[src/rtl/rlt_pkg.sv]
// ----------------------------------------------------------------------------
// Recursive lock table package
// Shared types, codes and default sizes for the lock table modules.
// ----------------------------------------------------------------------------
package rlt_pkg;

    localparam int NUM_ENTRIES_DEFAULT = 8;
    localparam int COUNT_WIDTH_DEFAULT = 16;

    localparam int OWNER_W = 31;
    localparam int ADDR_W  = 32;
    localparam int FREED_W = 4;

    localparam logic [FREED_W-1:0] FREED_MAX = 4'd15;

    typedef enum logic [1:0] {
        REQ_ACQUIRE     = 2'd0,
        REQ_RELEASE     = 2'd1,
        REQ_RELEASE_ALL = 2'd2
    } req_type_t;

    typedef enum logic [2:0] {
        ST_OK       = 3'd0,
        ST_OTHER    = 3'd1,
        ST_FULL     = 3'd2,
        ST_NOT_HELD = 3'd3,
        ST_OVERFLOW = 3'd4
    } status_t;

    // Action applied to one table entry at the end of a request cycle.
    typedef enum logic [2:0] {
        OP_HOLD,
        OP_INC,
        OP_DEC,
        OP_CLEAR,
        OP_FILL
    } entry_op_t;

    typedef struct packed {
        req_type_t           req_type;
        logic [OWNER_W-1:0]  owner_id;
        logic [ADDR_W-1:0]   lock_addr;
    } req_t;

    typedef struct packed {
        status_t             status;
        logic [FREED_W-1:0]  freed_count;
    } rsp_t;

endpackage

[src/rtl/rlt_store.sv]
// ----------------------------------------------------------------------------
// Lock table entry storage
// Holds owner, address and nesting count of every entry and applies the
// per-entry actions chosen by the lookup logic.
// ----------------------------------------------------------------------------
module rlt_store
    import rlt_pkg::*;
#(
    parameter int NUM_ENTRIES = NUM_ENTRIES_DEFAULT,
    parameter int COUNT_WIDTH = COUNT_WIDTH_DEFAULT
)
(
    input  logic                                    clk,
    input  logic                                    rst_n,
    input  entry_op_t [NUM_ENTRIES-1:0]             ops,
    input  logic      [OWNER_W-1:0]                 fill_owner,
    input  logic      [ADDR_W-1:0]                  fill_addr,
    output logic      [NUM_ENTRIES-1:0][COUNT_WIDTH-1:0] count,
    output logic      [NUM_ENTRIES-1:0][OWNER_W-1:0]     owner,
    output logic      [NUM_ENTRIES-1:0][ADDR_W-1:0]      address
);

    logic [NUM_ENTRIES-1:0][COUNT_WIDTH-1:0] count_reg;
    logic [NUM_ENTRIES-1:0][COUNT_WIDTH-1:0] count_next;
    logic [NUM_ENTRIES-1:0][OWNER_W-1:0]     owner_reg;
    logic [NUM_ENTRIES-1:0][ADDR_W-1:0]      address_reg;
    logic [NUM_ENTRIES-1:0]                  single_op;
    logic [NUM_ENTRIES-1:0]                  bad_target;

    always_comb
    begin
        for (int k = 0; k < NUM_ENTRIES; k++)
        begin
            count_next[k] = count_reg[k];
            case (ops[k])
                OP_INC:   count_next[k] = count_reg[k] + COUNT_WIDTH'(1);
                OP_DEC:   count_next[k] = count_reg[k] - COUNT_WIDTH'(1);
                OP_CLEAR: count_next[k] = '0;
                OP_FILL:  count_next[k] = COUNT_WIDTH'(1);
                default:  count_next[k] = count_reg[k];
            endcase
            single_op[k] = (ops[k] == OP_INC) || (ops[k] == OP_DEC) || (ops[k] == OP_FILL);
            bad_target[k] = ((ops[k] == OP_FILL) && (count_reg[k] != '0)) ||
                            ((ops[k] == OP_INC || ops[k] == OP_DEC) && (count_reg[k] == '0));
        end
    end

    always_ff @(posedge clk or negedge rst_n)
    begin
        if (!rst_n)
        begin
            count_reg <= '0;
        end
        else
        begin
            count_reg <= count_next;
        end
    end

    // Owner and address are only meaningful while the count is nonzero.
    always_ff @(posedge clk)
    begin
        for (int k = 0; k < NUM_ENTRIES; k++)
        begin
            if (ops[k] == OP_FILL)
            begin
                owner_reg[k]   <= fill_owner;
                address_reg[k] <= fill_addr;
            end
        end
    end

    assign count   = count_reg;
    assign owner   = owner_reg;
    assign address = address_reg;

    // A single request touches at most one entry, except release all.
    a_single_target: assert property (@(posedge clk) disable iff (!rst_n)
        $onehot0(single_op))
        else $error("more than one entry incremented, decremented or filled");

    // Fills go to free entries, increments and decrements to held ones.
    a_target_state: assert property (@(posedge clk) disable iff (!rst_n)
        bad_target == '0)
        else $error("entry action applied to an entry in the wrong state");

endmodule

[src/rtl/rlt_lookup.sv]
// ----------------------------------------------------------------------------
// Lock table lookup
// Compares a registered request against every entry in parallel and decides
// the result and the action for each entry.
// ----------------------------------------------------------------------------
module rlt_lookup
    import rlt_pkg::*;
#(
    parameter int NUM_ENTRIES = NUM_ENTRIES_DEFAULT,
    parameter int COUNT_WIDTH = COUNT_WIDTH_DEFAULT
)
(
    input  logic                                    valid,
    input  req_t                                    req,
    input  logic      [NUM_ENTRIES-1:0][COUNT_WIDTH-1:0] count,
    input  logic      [NUM_ENTRIES-1:0][OWNER_W-1:0]     owner,
    input  logic      [NUM_ENTRIES-1:0][ADDR_W-1:0]      address,
    output entry_op_t [NUM_ENTRIES-1:0]             ops,
    output rsp_t                                    rsp
);

    localparam int CNT_W = $clog2(NUM_ENTRIES + 1);

    logic [NUM_ENTRIES-1:0] held;
    logic [NUM_ENTRIES-1:0] own_hit;
    logic [NUM_ENTRIES-1:0] addr_hit;
    logic [NUM_ENTRIES-1:0] at_max;
    logic [NUM_ENTRIES-1:0] rel_hit;
    logic [NUM_ENTRIES-1:0] all_hit;
    logic [NUM_ENTRIES-1:0] first_addr;
    logic [NUM_ENTRIES-1:0] first_free;
    logic [NUM_ENTRIES-1:0] first_rel;
    logic [CNT_W-1:0]       freed_raw;

    always_comb
    begin
        for (int k = 0; k < NUM_ENTRIES; k++)
        begin
            held[k]     = (count[k] != '0);
            own_hit[k]  = (owner[k] == req.owner_id);
            addr_hit[k] = held[k] && (address[k] == req.lock_addr);
            at_max[k]   = &count[k];
        end
    end

    assign rel_hit = addr_hit & own_hit;
    assign all_hit = held & own_hit;

    // Isolate the lowest set bit of each candidate vector.
    assign first_addr = addr_hit & (-addr_hit);
    assign first_free = ~held & (-(~held));
    assign first_rel  = rel_hit & (-rel_hit);

    always_comb
    begin
        freed_raw = '0;
        for (int k = 0; k < NUM_ENTRIES; k++)
        begin
            freed_raw = freed_raw + CNT_W'(all_hit[k]);
        end
    end

    always_comb
    begin
        for (int k = 0; k < NUM_ENTRIES; k++)
        begin
            ops[k] = OP_HOLD;
        end
        rsp.status      = ST_OK;
        rsp.freed_count = '0;

        case (req.req_type)
            REQ_ACQUIRE:
            begin
                if (|addr_hit)
                begin
                    if (|(first_addr & ~own_hit))
                    begin
                        rsp.status = ST_OTHER;
                    end
                    else if (|(first_addr & at_max))
                    begin
                        rsp.status = ST_OVERFLOW;
                    end
                    else
                    begin
                        for (int k = 0; k < NUM_ENTRIES; k++)
                        begin
                            if (valid && first_addr[k])
                            begin
                                ops[k] = OP_INC;
                            end
                        end
                    end
                end
                else if (|first_free)
                begin
                    for (int k = 0; k < NUM_ENTRIES; k++)
                    begin
                        if (valid && first_free[k])
                        begin
                            ops[k] = OP_FILL;
                        end
                    end
                end
                else
                begin
                    rsp.status = ST_FULL;
                end
            end
            REQ_RELEASE:
            begin
                if (|rel_hit)
                begin
                    for (int k = 0; k < NUM_ENTRIES; k++)
                    begin
                        if (valid && first_rel[k])
                        begin
                            ops[k] = OP_DEC;
                        end
                    end
                end
                else
                begin
                    rsp.status = ST_NOT_HELD;
                end
            end
            REQ_RELEASE_ALL:
            begin
                for (int k = 0; k < NUM_ENTRIES; k++)
                begin
                    if (valid && all_hit[k])
                    begin
                        ops[k] = OP_CLEAR;
                    end
                end
                if (32'(freed_raw) > 32'(FREED_MAX))
                begin
                    rsp.freed_count = FREED_MAX;
                end
                else
                begin
                    rsp.freed_count = FREED_W'(freed_raw);
                end
            end
            default:
            begin
                rsp.status = ST_OK;
            end
        endcase
    end

endmodule

[src/rtl/recursive_lock_table.sv]
// ----------------------------------------------------------------------------
// Recursive lock table
// Fixed-size table of recursive locks with acquire, release and release-all.
// ----------------------------------------------------------------------------
// Usage:
// A request transfer happens on a rising clock edge where start is high and
// busy is low. The request carries the request type, the owner id and the
// lock address. Busy never rises in this design, so a new request may be
// presented in every cycle and the sustained rate is one request per cycle.
// The request is captured in an input register; in the following cycle all
// entries are compared against it in parallel, a priority encoder picks the
// matching or the lowest free entry, and the table and the result register
// are updated together at the end of that cycle. The result (status and
// freed count) is on the result port, marked by done, for exactly one cycle,
// after the request has passed the input register and the result register. The
// receiver cannot hold results off, so nothing ever waits on the output side.
// Because the table is updated in the same cycle in which the next request
// is captured, a request always sees the effects of every earlier one.
// Reset clears all nesting counts, which frees every entry, and drops any
// request or result in flight. Owner and address storage is not reset; it
// is only read for entries whose count is nonzero.
// ----------------------------------------------------------------------------
module recursive_lock_table
    import rlt_pkg::*;
#(
    parameter int NUM_ENTRIES = NUM_ENTRIES_DEFAULT,
    parameter int COUNT_WIDTH = COUNT_WIDTH_DEFAULT
)
(
    input  logic clk,
    input  logic rst_n,
    input  logic start,
    output logic busy,
    input  req_t request,
    output logic done,
    output rsp_t result
);

    logic                                    req_valid_reg;
    req_t                                    req_reg;
    logic                                    done_reg;
    rsp_t                                    rsp_reg;
    rsp_t                                    rsp_next;
    entry_op_t [NUM_ENTRIES-1:0]             ops;
    logic      [NUM_ENTRIES-1:0][COUNT_WIDTH-1:0] count;
    logic      [NUM_ENTRIES-1:0][OWNER_W-1:0]     owner;
    logic      [NUM_ENTRIES-1:0][ADDR_W-1:0]      address;
    logic                                    accept;

    // The lookup is a single combinational pass, so requests are never held
    // off.
    assign busy   = 1'b0;
    assign accept = start && !busy;

    // Input register. The payload only matters while the valid flag is set.
    always_ff @(posedge clk or negedge rst_n)
    begin
        if (!rst_n)
        begin
            req_valid_reg <= 1'b0;
        end
        else
        begin
            req_valid_reg <= accept;
        end
    end

    always_ff @(posedge clk)
    begin
        if (accept)
        begin
            req_reg <= request;
        end
    end

    // Parallel compare and decision for the captured request.
    rlt_lookup #(
        .NUM_ENTRIES (NUM_ENTRIES),
        .COUNT_WIDTH (COUNT_WIDTH)
    ) u_lookup (
        .valid   (req_valid_reg),
        .req     (req_reg),
        .count   (count),
        .owner   (owner),
        .address (address),
        .ops     (ops),
        .rsp     (rsp_next)
    );

    // Entry storage; updated at the same edge as the result register.
    rlt_store #(
        .NUM_ENTRIES (NUM_ENTRIES),
        .COUNT_WIDTH (COUNT_WIDTH)
    ) u_store (
        .clk        (clk),
        .rst_n      (rst_n),
        .ops        (ops),
        .fill_owner (req_reg.owner_id),
        .fill_addr  (req_reg.lock_addr),
        .count      (count),
        .owner      (owner),
        .address    (address)
    );

    // Result register: one strobe per captured request.
    always_ff @(posedge clk or negedge rst_n)
    begin
        if (!rst_n)
        begin
            done_reg <= 1'b0;
        end
        else
        begin
            done_reg <= req_valid_reg;
        end
    end

    always_ff @(posedge clk)
    begin
        if (req_valid_reg)
        begin
            rsp_reg <= rsp_next;
        end
    end

    assign done   = done_reg;
    assign result = rsp_reg;

    // Every captured request produces exactly one result in the next cycle.
    a_result_follows: assert property (@(posedge clk) disable iff (!rst_n)
        req_valid_reg |=> done_reg)
        else $error("captured request produced no result");

    a_no_spurious_result: assert property (@(posedge clk) disable iff (!rst_n)
        !req_valid_reg |=> !done_reg)
        else $error("result strobe without a captured request");

    // Only a release-all reports freed entries, and it always reports ok.
    a_freed_only_ok: assert property (@(posedge clk) disable iff (!rst_n)
        done_reg && (rsp_reg.freed_count != '0) |-> rsp_reg.status == ST_OK)
        else $error("freed count reported with a failing status");

endmodule

[config.mk]
export PLATFORM = sky130hd
export DESIGN_NAME = recursive_lock_table
export DESIGN_NICKNAME = d
export VERILOG_FILES = /design/src/rtl/rlt_pkg.sv /design/src/rtl/rlt_store.sv /design/src/rtl/rlt_lookup.sv /design/src/rtl/recursive_lock_table.sv
export SDC_FILE = /design/constraint.sdc
export NUM_CORES = 2
export LEC_CHECK = 0
export BUFFER_PORTS_ARGS = -buffer_cell sky130_fd_sc_hd__buf_4
export CORE_MARGIN = 4
export CORE_UTILIZATION = 40
export DETAILED_ROUTE_END_ITERATION = 7
export GPL_TIMING_DRIVEN = 1
export PLACE_DENSITY = 0.59
export SETUP_SLACK_MARGIN = 0.2
export SLEW_MARGIN = 15
export SYNTH_ARGS = -nofsm -noshare
export SYNTH_HDL_FRONTEND = slang
export SYNTH_HIERARCHICAL = 1
export SYNTH_SLANG_ARGS = --single-unit
[constraint.sdc]
create_clock -name clk -period 9.05 [get_ports clk]
set_input_delay 1.3575 -clock clk [delete_from_list [all_inputs] [get_ports clk]]
set_output_delay 1.3575 -clock clk [all_outputs]
set_load 0.01 [all_outputs]
# Word-level counts from Yosys, hierarchy flattened
# Cells that the tools add are included.
# totals
regBits,706
latchBits,0
mem_bits_rw,0
rom_bits,0
inputBits,68
out_inout_bits,9
elab_cells,238
n_memories,0
# op_classes
addsub,26
mul,0
div_mod_pow,0
order_cmp,0
eq_ne,50
shift,0
mux,52
bitwise_logic,9
n_reduce_logical,70
# ops
cell,n
$pmux W16 S4,8
$eq A32 B32 Y1,8
$eq A31 B31 Y1,8
$add A16 B1 Y16 const B,8
$reduce_and A16 Y1,8
$reduce_bool A16 Y1,8
$sub A16 B1 Y16 const B,8
$mux W24,5
$pmux W24 S3,1
$and A8 B8 Y8,7
$eq A3 B2 Y1 const B,16
$logic_and A1 B1 Y1,40
$reduce_or A8 Y1,5
$mux W2,18
$mux W3,11
$reduce_bool A4 Y1,8
$add A4 B1 Y4,6
$eq A3 B1 Y1 const B,8
$eq A3 B3 Y1 const B,8
$neg A8 Y8,3
$not A8 Y8,2
$mux W1,8
$pmux W3 S2,1
$add A1 B1 Y2,1
3 further kinds,3

# Longest topological paths before layout
# logic_depth
ltp_word,12
depth_mapped,24
depth_no_buf,20

# Cells and area by module
# The synthesis kept the hierarchy.
# modules_own_cells
module,n_inst,cells_per_inst,area_each_um2,seq_area_each_um2
rlt_store,1,1742,25986.2,18337.6
rlt_lookup,1,967,7628.6,0.0
recursive_lock_table,1,76,2223.4,2212.1

# Worst setup path before layout
# Ideal clock, no wire load.
# synth_path
path_kind,reg2reg
from,reg req_reg[16] (netlist name)
to,"reg u_store.address_reg, in the netlist u_store/address[224], enable pin"
setup_time_ps,563
arrival_ps,7119
required_time_ps,8487
path_slack_ps,1368
path_stages_with_launch,11
n_path_buf,1
period_less_slack_ps,7682
cell_sequence,edfxtp_1 buf_4 xor2_1 nor4_1 nand2_1 or4b_2 o311ai_0 a21oi_1 nand4b_2 o31ai_2 nor3_1
# synth_rtl
element,line_no,rtl
from (decl),recursive_lock_table.sv:40,req_t req_reg;
from (signal assigned),recursive_lock_table.sv:72,req_reg <= request;
"to (signal, indexed assignment)",rlt_store.sv:68,address_reg[k] <= fill_addr;
to (decl),rlt_store.sv:26,logic [NUM_ENTRIES-1:0][ADDR_W-1:0] address_reg;

==> flow_summary_export.csv <==
group,metric,value,unit
synthesis,ys_warn_count,6,
cts,clk_pin_slew,0.07,ns
synthesis,synth_fp_nets,2980,
sta,period_needed,7.76,ns
pwr,irDropWorstVdd,0.000142,V
placement,placed_cell_area,37500,µm²
sta,final_max_slew_viol_count,0,
global_routing,use_met2,0.307,
sta,finalHoldViolCount,0,
synthesis,synth-seq-area-share,0.573,
synthesis,synthesis.instances,2785,
detailed_routing,drtIter0Drc,1954,
synthesis,synth.distinct_cells,97,
cts,clock_sinks,706,
detailed_routing,final_antenna_net_count,0,
die,die_area,94400,µm²
worst_hold_path,min_delay_path_depth,2,
placement,placed_cells,3955,
die,fp.dieW,307,µm
sta,relSlewSlack,0.214,
layout,largest_reg_flops,256,
worst_setup_path,ff2ff_path_depth,21,
placement,post-place-ws,1.27,ns
worst_setup_path,reg2reg_to,"u_store/count[108]",
global_routing,grt_first_pass_wirelength,138,mm
sta,fin_tns_setup,0,ns
die,initial_core_util,0.404,
global_routing,top_usage_layer,"met2",
pwr,powerDensity,184,nW/µm²
cts,cts_tree,"yes",
layout,multi_input_area,14500,µm²
detailed_routing,drc,0,
cts,cts_setup_buffers,0,
cts,ctsResizeCount,0,
worst_hold_path,worstHoldEndpoint,"u_store/count[28]",
synthesis,synthesis.area,35800,µm²
detailed_routing,routed_via_density,5.56,
worst_setup_path,crit_path_end_kind,"flop",
worst_hold_path,hold_start,"u_store/count[28]",
sta,setup_viol,0,
die,io_pins,77,
global_routing,grt_pass1_vias,22300,
layout,fillers,7941,
layout,mostFrequentLayoutCells,"edfxtp_1, xor2_1, xnor2_1, nand2_1, dfrtp_1",
cts,cts_root_buffer,"clkbuf_16",
global_routing,grt_max_degree,77,
placement,port_buffers,75,
detailed_routing,post_drt_wl_per_cell,22.0,µm
sta,fin_worst_skew,0.0218,ns
sta,layout_setup_ws,1.29,ns
layout,fin_area,40000,µm²
worst_setup_path,timing.rr.start,"req_reg[42]",
worst_setup_path,required,9.58,ns
worst_setup_path,path_class,"flop to flop",
run,drv_cap,0,
die,coreArea,88600,µm²
sta,max_freq,129,MHz
placement,gp_congestion,0.870,
worst_setup_path,critPathMaxFanout,24,
layout,syn_to_final_growth,11.6,%
cts,numCtsBuffers,78,
sta,hold_slack,0.544,ns
synthesis,syn_avg_cell_area,12.9,µm²
synthesis,ys_ff_latch,706,
worst_setup_path,rrSetupSlack,1.29,ns
placement,hpwl,60.3,mm
cts,cts_buffer_depth,3,
synthesis,async_flop_share,0.184,
synthesis,synthFlopType,"edfxtp_1",
synthesis,synth_edf_count,576,
layout,layout.cells.non_filler,4101,
layout,finalNetCount,3065,
detailed_routing,dr.pass1.iters,7,
die,num_rows,109,
cts,clk_latency,0.63,ns
pwr,leakage,14.7,nW
global_routing,use_met1,0.271,
global_routing,grt_usage,0.188,
layout,final_core_util,0.451,
global_routing,grt_util_met3,0.0243,
status,status,"finished clean",
global_routing,antenna_found_initial,0,
worst_setup_path,startpoint_type,"flop",
pwr,p_total,7.37,mW
sta,rsz0062_at_grt,"false",
sta,worst_pin_slew,1.17,ns
worst_setup_path,crit_arrival,8.29,ns
worst_hold_path,min_path_type,"flop to flop",
global_routing,grt_overflow,0,
layout,regArea,20500,µm²
layout,layout_commonest_cell,"edfxtp_1",
cts,htree_num_levels,3,
detailed_routing,vias,22800,
sta,min_period_over_period,0.858,
detailed_routing,routed_wl,90.2,mm
layout,drive_gt1_frac,0.105,
die,die_y,307,µm
cts,cts_hold_buf,0,
cell families after synthesis:
kind of cell	Yosys count	share of synthesized area
muxes	26	0.00765
and+or+nand+nor	703	0.113
xor gates and xnor gates	600	0.147
other	1	0.000105
AOI/OAI and AO/OA	460	0.0893
adders and majority gates	127	0.0469
buffers and inverters	162	0.0229
DFF	706	0.573
synth_stat cells, types with 13 or more instances:
cell type / count / area share
nand4_1: 111 / 0.019
nand3_1: 38 / 0.0053
dfrtp_1: 130 / 0.091
mux2i_1: 18 / 0.0050
o21ai_1: 17 / 0.0024
nand2b_1: 36 / 0.0063
nand3b_1: 13 / 0.0027
ha_1: 115 / 0.040
xor2_1: 367 / 0.090
clkbuf_1: 35 / 0.0037
nor2_1: 66 / 0.0069
xnor2_1: 233 / 0.057
o21ai_0: 97 / 0.014
and2_1: 15 / 0.0026
buf_6: 14 / 0.0044
edfxtp_1: 576 / 0.48
nor4_1: 114 / 0.020
nand2_1: 161 / 0.017
nor2b_1: 18 / 0.0031
a21oi_1: 90 / 0.013
a21o_1: 45 / 0.0094
nor3_1: 32 / 0.0045
buf_4: 19 / 0.0040
inv_1: 61 / 0.0064
a22o_1: 37 / 0.0090
buf_2: 30 / 0.0042
o21bai_1: 13 / 0.0027
nor4_2: 19 / 0.0066
a22oi_1: 17 / 0.0036
area by class of cell:
type                       instances  area share
multi-input combinational       1917       0.363
inverter                          62     0.00582
sequential                       706       0.514
timing repair buffer             105      0.0198
clock buffer                     102      0.0529
antenna                            2    0.000125
tap                             1165      0.0364
clock inverter                    42     0.00794
report_power, final:
group	switching, mW	total [mW]	leakage (nW)	internal, mW
clock	1.33	3.05	1.19	1.72
combinational	0.300	0.480	6.47	0.180
sequential	0.178	3.84	7.04	3.66
how the worst max path moves through the flow:
| stage | from | to | slack, ns | cells after the start |
|---|---|---|---|---|
| floorplan | req_reg[16] | u_store/address[224] | 1.37 | 10 |
| global placement | req_reg[42] | u_store/count[30] | 1.40 | 19 |
| detailed placement | req_reg[42] | u_store/count[30] | 1.27 | 19 |
| CTS | req_reg[42] | u_store/count[30] | 1.24 | 19 |
| global route | req_reg[42] | u_store/count[108] | 0.98 | 21 |
| finish | req_reg[42] | u_store/count[108] | 1.29 | 21 |
critical path: stages, from the launching register on:
cell and delay (ns):
edfxtp_1 0.94, xor2_1 0.14, nor4_1 0.86, nand4_1 0.18
nor4_1 0.92, and2_1 0.30, a21oi_1 0.07, or4_1 0.72
o31ai_4 0.36, buf_4 0.35, nor2_1 0.28, nand2_1 0.17
inv_1 0.26, ha_1 0.42, and2b_1 0.20, o2111ai_1 0.32
a21oi_1 0.16, nor3_1 0.32, nor3_1 0.12, xor2_1 0.22
a22oi_1 0.09, o21ai_0 0.23
routing by layer:
| layer | vias to the layer above | share of wire | wire length (µm) |
|---|---|---|---|
| met5 | - | 0 | 0 |
| met2 | 629 | 0.47 | 42600 |
| li1 | 10600 | - | - |
| met4 | 0 | 0.016 | 1420 |
| met1 | 11500 | 0.46 | 41900 |
| met3 | 98 | 0.048 | 4340 |
Power figures use the tool's default switching activity.
